## src/rtl/psd_pkg.sv

```systemverilog
// Shared types, constants and helpers for the point to segment distance block.
// No dependencies; every other file in rtl/ imports this package.
package psd_pkg;

  localparam int FIELD_W       = 16;   // width of coordinate fields
  localparam int DIFF_W        = 17;   // coordinate differences
  localparam int PROD_W        = 34;   // 17x17 signed products
  localparam int SUM_W         = 36;   // sum of three products
  localparam int CROSS_W       = 35;   // cross product components
  localparam int DIST_W        = 34;   // squared distance and result
  localparam int ROOT_W        = 17;   // integer root of a DIST_W value
  localparam int NUM_W         = 70;   // sum of three squared cross terms
  localparam int QUEUE_DEPTH   = 4;
  localparam int COORD_WIDTH_DEF = 16;
  localparam int CFG_IDX_W     = 3;

  localparam logic [CFG_IDX_W-1:0] REG_START_X = 3'd0;
  localparam logic [CFG_IDX_W-1:0] REG_START_Y = 3'd1;
  localparam logic [CFG_IDX_W-1:0] REG_START_Z = 3'd2;
  localparam logic [CFG_IDX_W-1:0] REG_END_X   = 3'd3;
  localparam logic [CFG_IDX_W-1:0] REG_END_Y   = 3'd4;
  localparam logic [CFG_IDX_W-1:0] REG_END_Z   = 3'd5;
  localparam logic [CFG_IDX_W-1:0] REG_ROOT    = 3'd6;

  localparam logic [1:0] REGION_START    = 2'd0;
  localparam logic [1:0] REGION_END      = 2'd1;
  localparam logic [1:0] REGION_INTERIOR = 2'd2;

  typedef struct packed {
    logic signed [FIELD_W-1:0] ax;
    logic signed [FIELD_W-1:0] ay;
    logic signed [FIELD_W-1:0] az;
    logic signed [FIELD_W-1:0] bx;
    logic signed [FIELD_W-1:0] by;
    logic signed [FIELD_W-1:0] bz;
  } seg_t;

  // One classified item on its way from front to back.
  typedef struct packed {
    logic [1:0]                  region;
    logic [DIST_W-1:0]           sq;    // endpoint squared distance
    logic [DIST_W-1:0]           den;   // |AB|^2
    logic [2:0][DIST_W-1:0]      mag;   // |AB x AC| components
  } item_t;

  // Sign-extend from the low eff bits.
  function automatic logic signed [FIELD_W-1:0] sext(input logic [FIELD_W-1:0] v,
                                                     input int unsigned eff);
    logic [FIELD_W-1:0] r;
    for (int i = 0; i < FIELD_W; i++) begin
      r[i] = (i < eff) ? v[i] : v[eff-1];
    end
    return signed'(r);
  endfunction

endpackage

```

## src/rtl/psd_queue.sv

```systemverilog
// Small flop-based FIFO between the front and back halves.
// Depends on psd_pkg for item_t and QUEUE_DEPTH.
module psd_queue (
  input  logic            clk,
  input  logic            rst,
  input  logic            push,
  input  psd_pkg::item_t  din,
  output logic            full,
  input  logic            pop,
  output logic            nonempty,
  output psd_pkg::item_t  dout
);
  import psd_pkg::*;

  localparam int PTR_W = $clog2(QUEUE_DEPTH);

  item_t            mem [QUEUE_DEPTH];
  logic [PTR_W-1:0] wr_ptr;
  logic [PTR_W-1:0] rd_ptr;
  logic [PTR_W:0]   count;

  assign full     = (count == (PTR_W+1)'(QUEUE_DEPTH));
  assign nonempty = (count != '0);
  assign dout     = mem[rd_ptr];

  always_ff @(posedge clk) begin
    if (push) begin
      mem[wr_ptr] <= din;
    end
  end

  always_ff @(posedge clk) begin
    if (rst) begin
      wr_ptr <= '0;
      rd_ptr <= '0;
      count  <= '0;
    end else begin
      if (push) wr_ptr <= wr_ptr + 1'b1;
      if (pop)  rd_ptr <= rd_ptr + 1'b1;
      case ({push, pop})
        2'b10:   count <= count + 1'b1;
        2'b01:   count <= count - 1'b1;
        default: count <= count;
      endcase
    end
  end

endmodule

```

## config.mk

```make
export PLATFORM = sky130hd
export DESIGN_NAME = psd_queue
export DESIGN_NICKNAME = d
export VERILOG_FILES = /design/src/rtl/psd_pkg.sv /design/src/rtl/psd_queue.sv
export SDC_FILE = /design/constraint.sdc
export NUM_CORES = 1
export LEC_CHECK = 0
export BUFFER_PORTS_ARGS = -buffer_cell sky130_fd_sc_hd__buf_2
export CORE_MARGIN = 10
export CORE_UTILIZATION = 25
export CTS_BUF_LIST = sky130_fd_sc_hd__clkbuf_8
export CTS_CLUSTER_SIZE = 40
export DETAILED_ROUTE_END_ITERATION = 10
export PLACE_DENSITY = 0.52
export SLEW_MARGIN = 10
export SYNTH_ARGS = -nofsm -noshare
export SYNTH_HDL_FRONTEND = slang
export SYNTH_SLANG_ARGS = --single-unit
```

## constraint.sdc

```tcl
create_clock -name clk -period 5.1 [get_ports clk]
set_clock_uncertainty 0.2 [all_clocks]
set_input_delay 0.51 -clock clk [delete_from_list [all_inputs] [get_ports clk]]
set_output_delay 0.51 -clock clk [all_outputs]
set_load 0.03 [all_outputs]
```

# Word level (Yosys, flattened, before mapping)
# Memory sizes are Yosys's and may differ from the RTL's. A register that Yosys moved wholly into a read port is not among the register bits.
# Index checks and enable logic that the tools add are counted.
[op_classes]
addsub = 4
n_mul = 0
div = 0
n_lt_le_gt_ge = 0
eq_ne = 3
n_shift = 0
mux = 5
bitwise = 0
reduce_logical = 2
[ops]
columns = ["op", "count"]
rows = [
  ["$pmux 3 s2", 1],
  ["$add 2x1->2 const B", 2],
  ["$mux 2", 2],
  ["$add 3x1->3 const B", 1],
  ["$eq 3x3->1 const B", 1],
  ["$reduce_bool 3->1", 1],
  ["$sub 3x1->3 const B", 1],
  ["$eq 2x1->1 const B", 1],
  ["$eq 2x2->1 const B", 1],
  ["$mux 1", 2],
  ["$reduce_bool 2->1", 1],
]
[totals]
reg_bits = 7
latch_bits = 0
ram_bits = 688
rom_bits = 0
out_inout_bits = 174
elab_cells = 18
memories = 1
[memory_table]
columns = ["memory", "words", "width", "read_ports", "rd_ports_with_merged_regs", "wr", "line", "rtl"]
rows = [
  ["mem", 4, 172, 1, 1, 1, "psd_queue.sv:17", "item_t mem [QUEUE_DEPTH];"],
]

# Depth between registers and ports, before layout
# Gate-level depths: netlist (run 1).
[depth]
depth_word = 3
depth_mapped = 7
ltp_nobuf = 7

# Worst setup path before layout (run 1)
# Ideal clock, no wire load.
[synth_timing]
path_type = "reg2reg"
startpoint = "register wr_ptr[0]"
endpoint = "memory mem[0][0] (netlist bit) (enable)"
arrival_ns = 4.465
slack_ns = -0.117
path_stages_with_launch = 4
path_cell_list = "dfxtp_1 inv_1 ha_1 and2_1"
[synth_lines]
columns = ["element", "line", "rtl"]
rows = [
  ["start, declared", "psd_queue.sv:18", "logic [PTR_W-1:0] wr_ptr;"],
  ["start signal, assigned", "psd_queue.sv:38", "if (push) wr_ptr <= wr_ptr + 1'b1;"],
  ["end, declared", "psd_queue.sv:17", ""],
]
# No word-level cell before the write port.

==> results of run 1 <==
critical path, delay by kind of cell (launching register included):
kind / cells / cell delay [ns]
multiplexers: 1 / 0.60
buffers and inverters: 2 / 0.70
flip-flops: 1 / 0.90
cell usage after synthesis (all sizes together):
| cell type | n |
|---|---|
| clkbuf | 3 |
| xnor2 | 2 |
| edfxtp | 688 |
| fa | 1 |
| a21oi | 2 |
| or3 | 2 |
| dfxtp | 9 |
| mux4 | 172 |
| nor2 | 8 |
| buf | 36 |
| inv | 6 |
| and3 | 1 |
| nand2 | 1 |
| o21ai | 1 |
| ha | 5 |
| and2 | 4 |
| mux2i | 1 |
| xor2 | 3 |
registers in the layout, summed over array words and instances, names as in the netlist, named ones only:
| signal | cells |
|---|---|
| count | 3 |
| mem | 688 |
| rd_ptr | 2 |
| wr_ptr | 2 |
routing by layer:
layer  wire length, um  part of all wire, %
met1             25520                   43
met2             28140                   47
met3              4226                  7.1
met4              1489                  2.5
met5                 8                0.013
final cells by class:
class                           instances  share of cell area (%)
Sequential cell                       697                   63.88
Multi-Input combinational cell        203                   12.60
Timing Repair Buffer                  550                   11.78
Tap cell                             1298                   4.976
Clock buffer                          116                   4.892
Clock inverter                         96                   1.779
Inverter                                6                 0.06901
Antenna cell                            3                 0.02300
power by group through the flow:
stage / clock network [W] / registers (W) / logic (W)
final: 0.00463 / 0.00667 / 0.00167
after floorplan: 0 / 0.00676 / 0.00105
after global placement: 0 / 0.00679 / 0.00158
after detailed placement: 0 / 0.00680 / 0.00159
after global routing: 0.00507 / 0.00670 / 0.00179
after CTS: 0.00482 / 0.00668 / 0.00172
kinds of logic after synthesis:
kind of cell | share of synthesized area [%]
simple gates | 0.3076
buf+inv | 1.092
xor+xnor | 0.1737
compound gates | 0.05952
mux | 15.40
flops | 82.64
fa+ha+maj | 0.3275
final timing paths:
| check | from | endpoint | slack [ns] | cells past startpoint |
|---|---|---|---|---|
| setup / recovery | flip-flop | dout[42] | 1.37 | 3 |
| hold / removal | din[136] | mem[0][136] | 0.31 | 2 |
| setup reg to reg | wr_ptr[0] | mem[3][52] | 2.66 | 3 |
| hold reg to reg | rd_ptr[1] | rd_ptr[1] | 0.33 | 2 |
stage by stage:
stage / instances / total power [W]
6_report: 2969 / 0.01297
5_1_grt: 2967 / 0.01356
4_1_cts: 2966 / 0.01323
3_5_place_dp: 2578 / 0.008395
3_3_place_gp: 2578 / 0.008367
2_1_floorplan: 945 / 0.007806
timing repair:
action | CTS | global route
gates resized for setup | 0 | 0
endpoints found under the hold margin | 697 | 0
hold buffers | 176 | 0
==> flow_summary.json, run 1 <==
{
  "final_nets": 1756,
  "p_int_w": 0.009575,
  "required_ns": 4.39,
  "initial_core_util_pct": 25.18,
  "cts_root_buf": "clkbuf_8",
  "maxCapViolations": 0,
  "dieArea_um2": 114000,
  "grt_pass1_wl_mm": 88.22,
  "power_density_nw_per_um2": 397.4,
  "seq_area_um2": 20850,
  "postPlaceCellArea_um2": 28690,
  "path_clk_slew_ns": 0.06,
  "power_frac_comb_pct": 12.9,
  "drt_iter0_drc": 609,
  "syn_to_final_growth_pct": 29.42,
  "synth_warnings": 0,
  "fin_tns_setup_ns": 0,
  "postCtsSetupRepairBufs": 0,
  "slew_headroom_pct": 30.99,
  "start_kind": "flip-flop",
  "yosys.area.top_type": "edfxtp_1",
  "synthCells": 945,
  "synth_nets": 1127,
  "status": "finished, final reports clean",
  "grt_max_degree": 61,
  "final_cell_mix": "688 x edfxtp_1, 349 x buf_2, 176 x dlygate4sd3_1",
  "slew_viol_final": 0,
  "yosysSeqAreaShare_pct": 82.64,
  "setup_viol": 0,
  "final_common_cell": "edfxtp_1",
  "post-route-min-period_ns": 3.730,
  "crit_type": "flip-flop to output port",
  "vias_per_cell": 4.167,
  "net-switching-power_w": 0.003396,
  "first_pass_iters": 4,
  "seq_power_share_pct": 51.5,
  "grt_pass1_vias": 13970,
  "fin_util_pct": 32.59,
  "die_h_um": 337.6,
  "cp_slowest_cell": "dfxtp_4",
  "numPortBuffers": 349,
  "clock_latency_ns": 0.73,
  "htreeDepth": 3,
  "hold_viol": 0,
  "syn_area_um2": 25220,
  "fin_crit_sh_pct": 73.14,
  "swShare_pct": 26.18,
  "leakage_nw": 10.97,
  "synth_cell_types": 21,
  "pre_cts_ws_ns": 2.026,
  "die_width_um": 337.6,
  "fill_cells": 9573,
  "worst_pin_slew_ns": 1.035,
  "wire_per_inst_um": 20.00,
  "cts_tree": "done",
  "routed_wirelength_mm": 59.38,
  "grt-ovfl-total": 0,
  "max-clock-path-buffers": 3,
  "clock_sinks": 697,
  "drcViolationCount": 0,
  "coreArea_um2": 100100,
  "dp_hpwl_mm": 35.39,
  "ys_top_cells_by_area": "edfxtp_1 82%, mux4_2 15%, dfxtp_1 0.71%",
  "yosys.area.top_type_share_pct": 81.93,
  "drive_above_1_share_pct": 42.27,
  "pwr-share-clk_pct": 35.7,
  "grt_busiest_layer": "met2",
  "rsz0062_at_grt": "no",
  "setup_ws_ns": 1.370,
  "rows": 116,
  "final_area_um2": 32640,
  "synth-seq-cells": 697,
  "ir_drop_mv": 0.2462,
  "io_pins": 350,
  "avgSynthCellArea_um2": 26.69,
  "use_met1_pct": 13.12,
  "multi_input_area_um2": 4113,
  "grt_usage_pct": 10.24,
  "whs_ns": 0.3080,
  "grt_util_met2_pct": 16.14,
  "arrival_ns": 3.02,
  "antenna_found_initial": 3,
  "gp_congestion": 0.7147,
  "max_stage_delay_ns": 0.90,
  "max_freq_mhz": 268.1,
  "num_vias": 12370,
  "ant_nets": 0,
  "gr-usage-met3_pct": 3.372,
  "end_kind": "output port",
  "cp_cell_sequence": "buf_4 > mux4_2 > buf_2",
  "cts_buffers": 116,
  "path_max_fanout": 36,
  "min_path_type": "input pin to flip-flop"
}
(Power assumes the default switching activity.)
==> run 2, diff against run 1 <==
==> constraint.sdc (replaced) <==
create_clock -name clk -period 3.35 [get_ports clk]
set_clock_uncertainty 0.2 [all_clocks]
set_input_delay 0.335 -clock clk [delete_from_list [all_inputs] [get_ports clk]]
set_output_delay 0.335 -clock clk [all_outputs]
set_load 0.03 [all_outputs]
==> run 2 against run 1 <==
Final area increased by 0.45%. Sequential share of layout area shrank 0.29 points. Power grew 52%. Core utilization rose by 0.15 points. Sequential power is 51% higher. Clock-buffer cell count is 2 higher. Cell count increased by 0.13%. Highest routed layer unchanged. First-iteration DRC count is 0.66% higher. Non-clock buffer count is 3 higher. Worst hold slack got worse by 0.18 ns. Global-route usage hardly changed.
==> flow_summary.json, run 2 (synthesized netlist as in run 1, its figures left out) <==
{
  "maxCapViolations": 0,
  "start_kind": "flip-flop",
  "ant_nets": 0,
  "setup_viol": 0,
  "slew_viol_final": 0,
  "numPortBuffers": 349,
  "die_width_um": 337.6,
  "postPlaceCellArea_um2": 28800,
  "io_pins": 350,
  "rows": 116,
  "grt_usage_pct": 10.28,
  "grt_pass1_wl_mm": 88.20,
  "final_area_um2": 32780,
  "whs_ns": 0.1279,
  "grt_pass1_vias": 14120,
  "cts_root_buf": "clkbuf_8",
  "clock_sinks": 697,
  "cp_cell_sequence": "buf_4 > mux4_2 > buf_2",
  "final_nets": 1760,
  "crit_buf_inv": 2,
  "antenna_found_initial": 8,
  "hold_viol": 0,
  "ir_drop_mv": 0.3201,
  "drive_above_1_share_pct": 41.80,
  "slew_headroom_pct": 51.12,
  "syn_to_final_growth_pct": 30.00,
  "gp_congestion": 0.7026,
  "clock_latency_ns": 0.75,
  "grt-ovfl-total": 0,
  "path_clk_slew_ns": 0.06,
  "fin_util_pct": 32.74,
  "seq_power_share_pct": 51.2,
  "routed_wirelength_mm": 59.04,
  "largest_registers": "mem x688, count x3",
  "pwr-share-clk_pct": 35.6,
  "rsz0062_at_grt": "no",
  "swShare_pct": 25.74,
  "crit_type": "flip-flop to output port",
  "postCtsSetupRepairBufs": 0,
  "drcViolationCount": 0,
  "min_path_type": "input pin to flip-flop",
  "max-clock-path-buffers": 3,
  "final_cell_mix": "688 x edfxtp_1, 349 x buf_2, 178 x dlygate4sd3_1",
  "vias_per_cell": 4.141,
  "dp_hpwl_mm": 36.33,
  "path_max_fanout": 14,
  "worst_pin_slew_ns": 0.7333,
  "total_power_w": 0.01977,
  "net-switching-power_w": 0.005090,
  "num_vias": 12310,
  "required_ns": 2.81,
  "wire_per_inst_um": 19.86,
  "max_stage_delay_ns": 0.60,
  "cp_slowest_cell": "mux4_2",
  "dieArea_um2": 114000,
  "hold_buffers": 178,
  "cts_resized": 0,
  "power_frac_comb_pct": 13.1,
  "cts_tree": "done",
  "drt_iter0_drc": 613,
  "post-route-min-period_ns": 3.099,
  "end_kind": "output port",
  "fin_crit_sh_pct": 92.49,
  "power_density_nw_per_um2": 603.1,
  "status": "finished, final reports clean",
  "p_int_w": 0.01468,
  "grt_max_degree": 67,
  "initial_core_util_pct": 25.18,
  "leakage_nw": 11.02,
  "coreArea_um2": 100100,
  "top_register": "mem",
  "largest_reg_flops": 688,
  "max_freq_mhz": 322.7,
  "die_h_um": 337.6,
  "cts_buffers": 117,
  "first_pass_iters": 4,
  "cpLargestDelayFamily": "buffers and inverters",
  "fin_tns_setup_ns": 0,
  "htreeDepth": 3,
  "arrival_ns": 2.56,
  "final_common_cell": "edfxtp_1"
}
-- run 2: changes by cell type in the layout (fill, tap and decap cells not counted), moves of 7 or more --
cell / before / now
buf_12: 12 / 20
inv_1: 32 / 40
buf_4: 13 / 6
clkinv_2: 24 / 13
-- run 2: area by class of cell --
type                       count  area (um^2)
inverter                       6        22.52
timing repair buffer         553         3974
sequential                   697        20850
fill                        9585        67360
antenna                        5        12.51
tap                         1298         1624
multi-input combinational    203         4113
clock buffer                 118         1624
clock inverter                93        566.8
-- run 2: per-layer routing --
layer  global-route usage, %  share of wire [%]  vias to the layer above
met4                   3.715                2.3                        4
met5                       0              0.036                        -
li1                        -                  -                     5398
met3                   3.664                7.9                      100
met1                   12.40                 41                     6429
met2                   16.84                 49                      380
-- run 2: final timing paths --
check,startpoint,endpoint,slack [ns],depth (start not counted)
setup / recovery,flip-flop,dout[89],0.25,3
setup reg to reg,wr_ptr[0],mem[3][103],1.26,3
hold reg to reg,count[2],count[2],0.33,2
hold / removal,din[14],mem[3][14],0.13,2
-- run 2: power by group through the flow --
stage | Clock [W] | Combinational, W | Sequential, W
final | 0.00705 | 0.00260 | 0.0101
after global routing | 0.00776 | 0.00278 | 0.0102
after CTS | 0.00736 | 0.00268 | 0.0101
after detailed placement | 0 | 0.00249 | 0.0103
after global placement | 0 | 0.00247 | 0.0103
after floorplan | 0 | 0.00159 | 0.0103
-- run 2: through the flow --
stage | worst slack [ns] | std cells
2_1_floorplan | 0.05759 | 945
3_3_place_gp | 0.9770 | 2579
3_5_place_dp | 0.9520 | 2579
4_1_cts | 0.05731 | 2968
5_1_grt | 0.03398 | 2972
6_report | 0.2515 | 2973
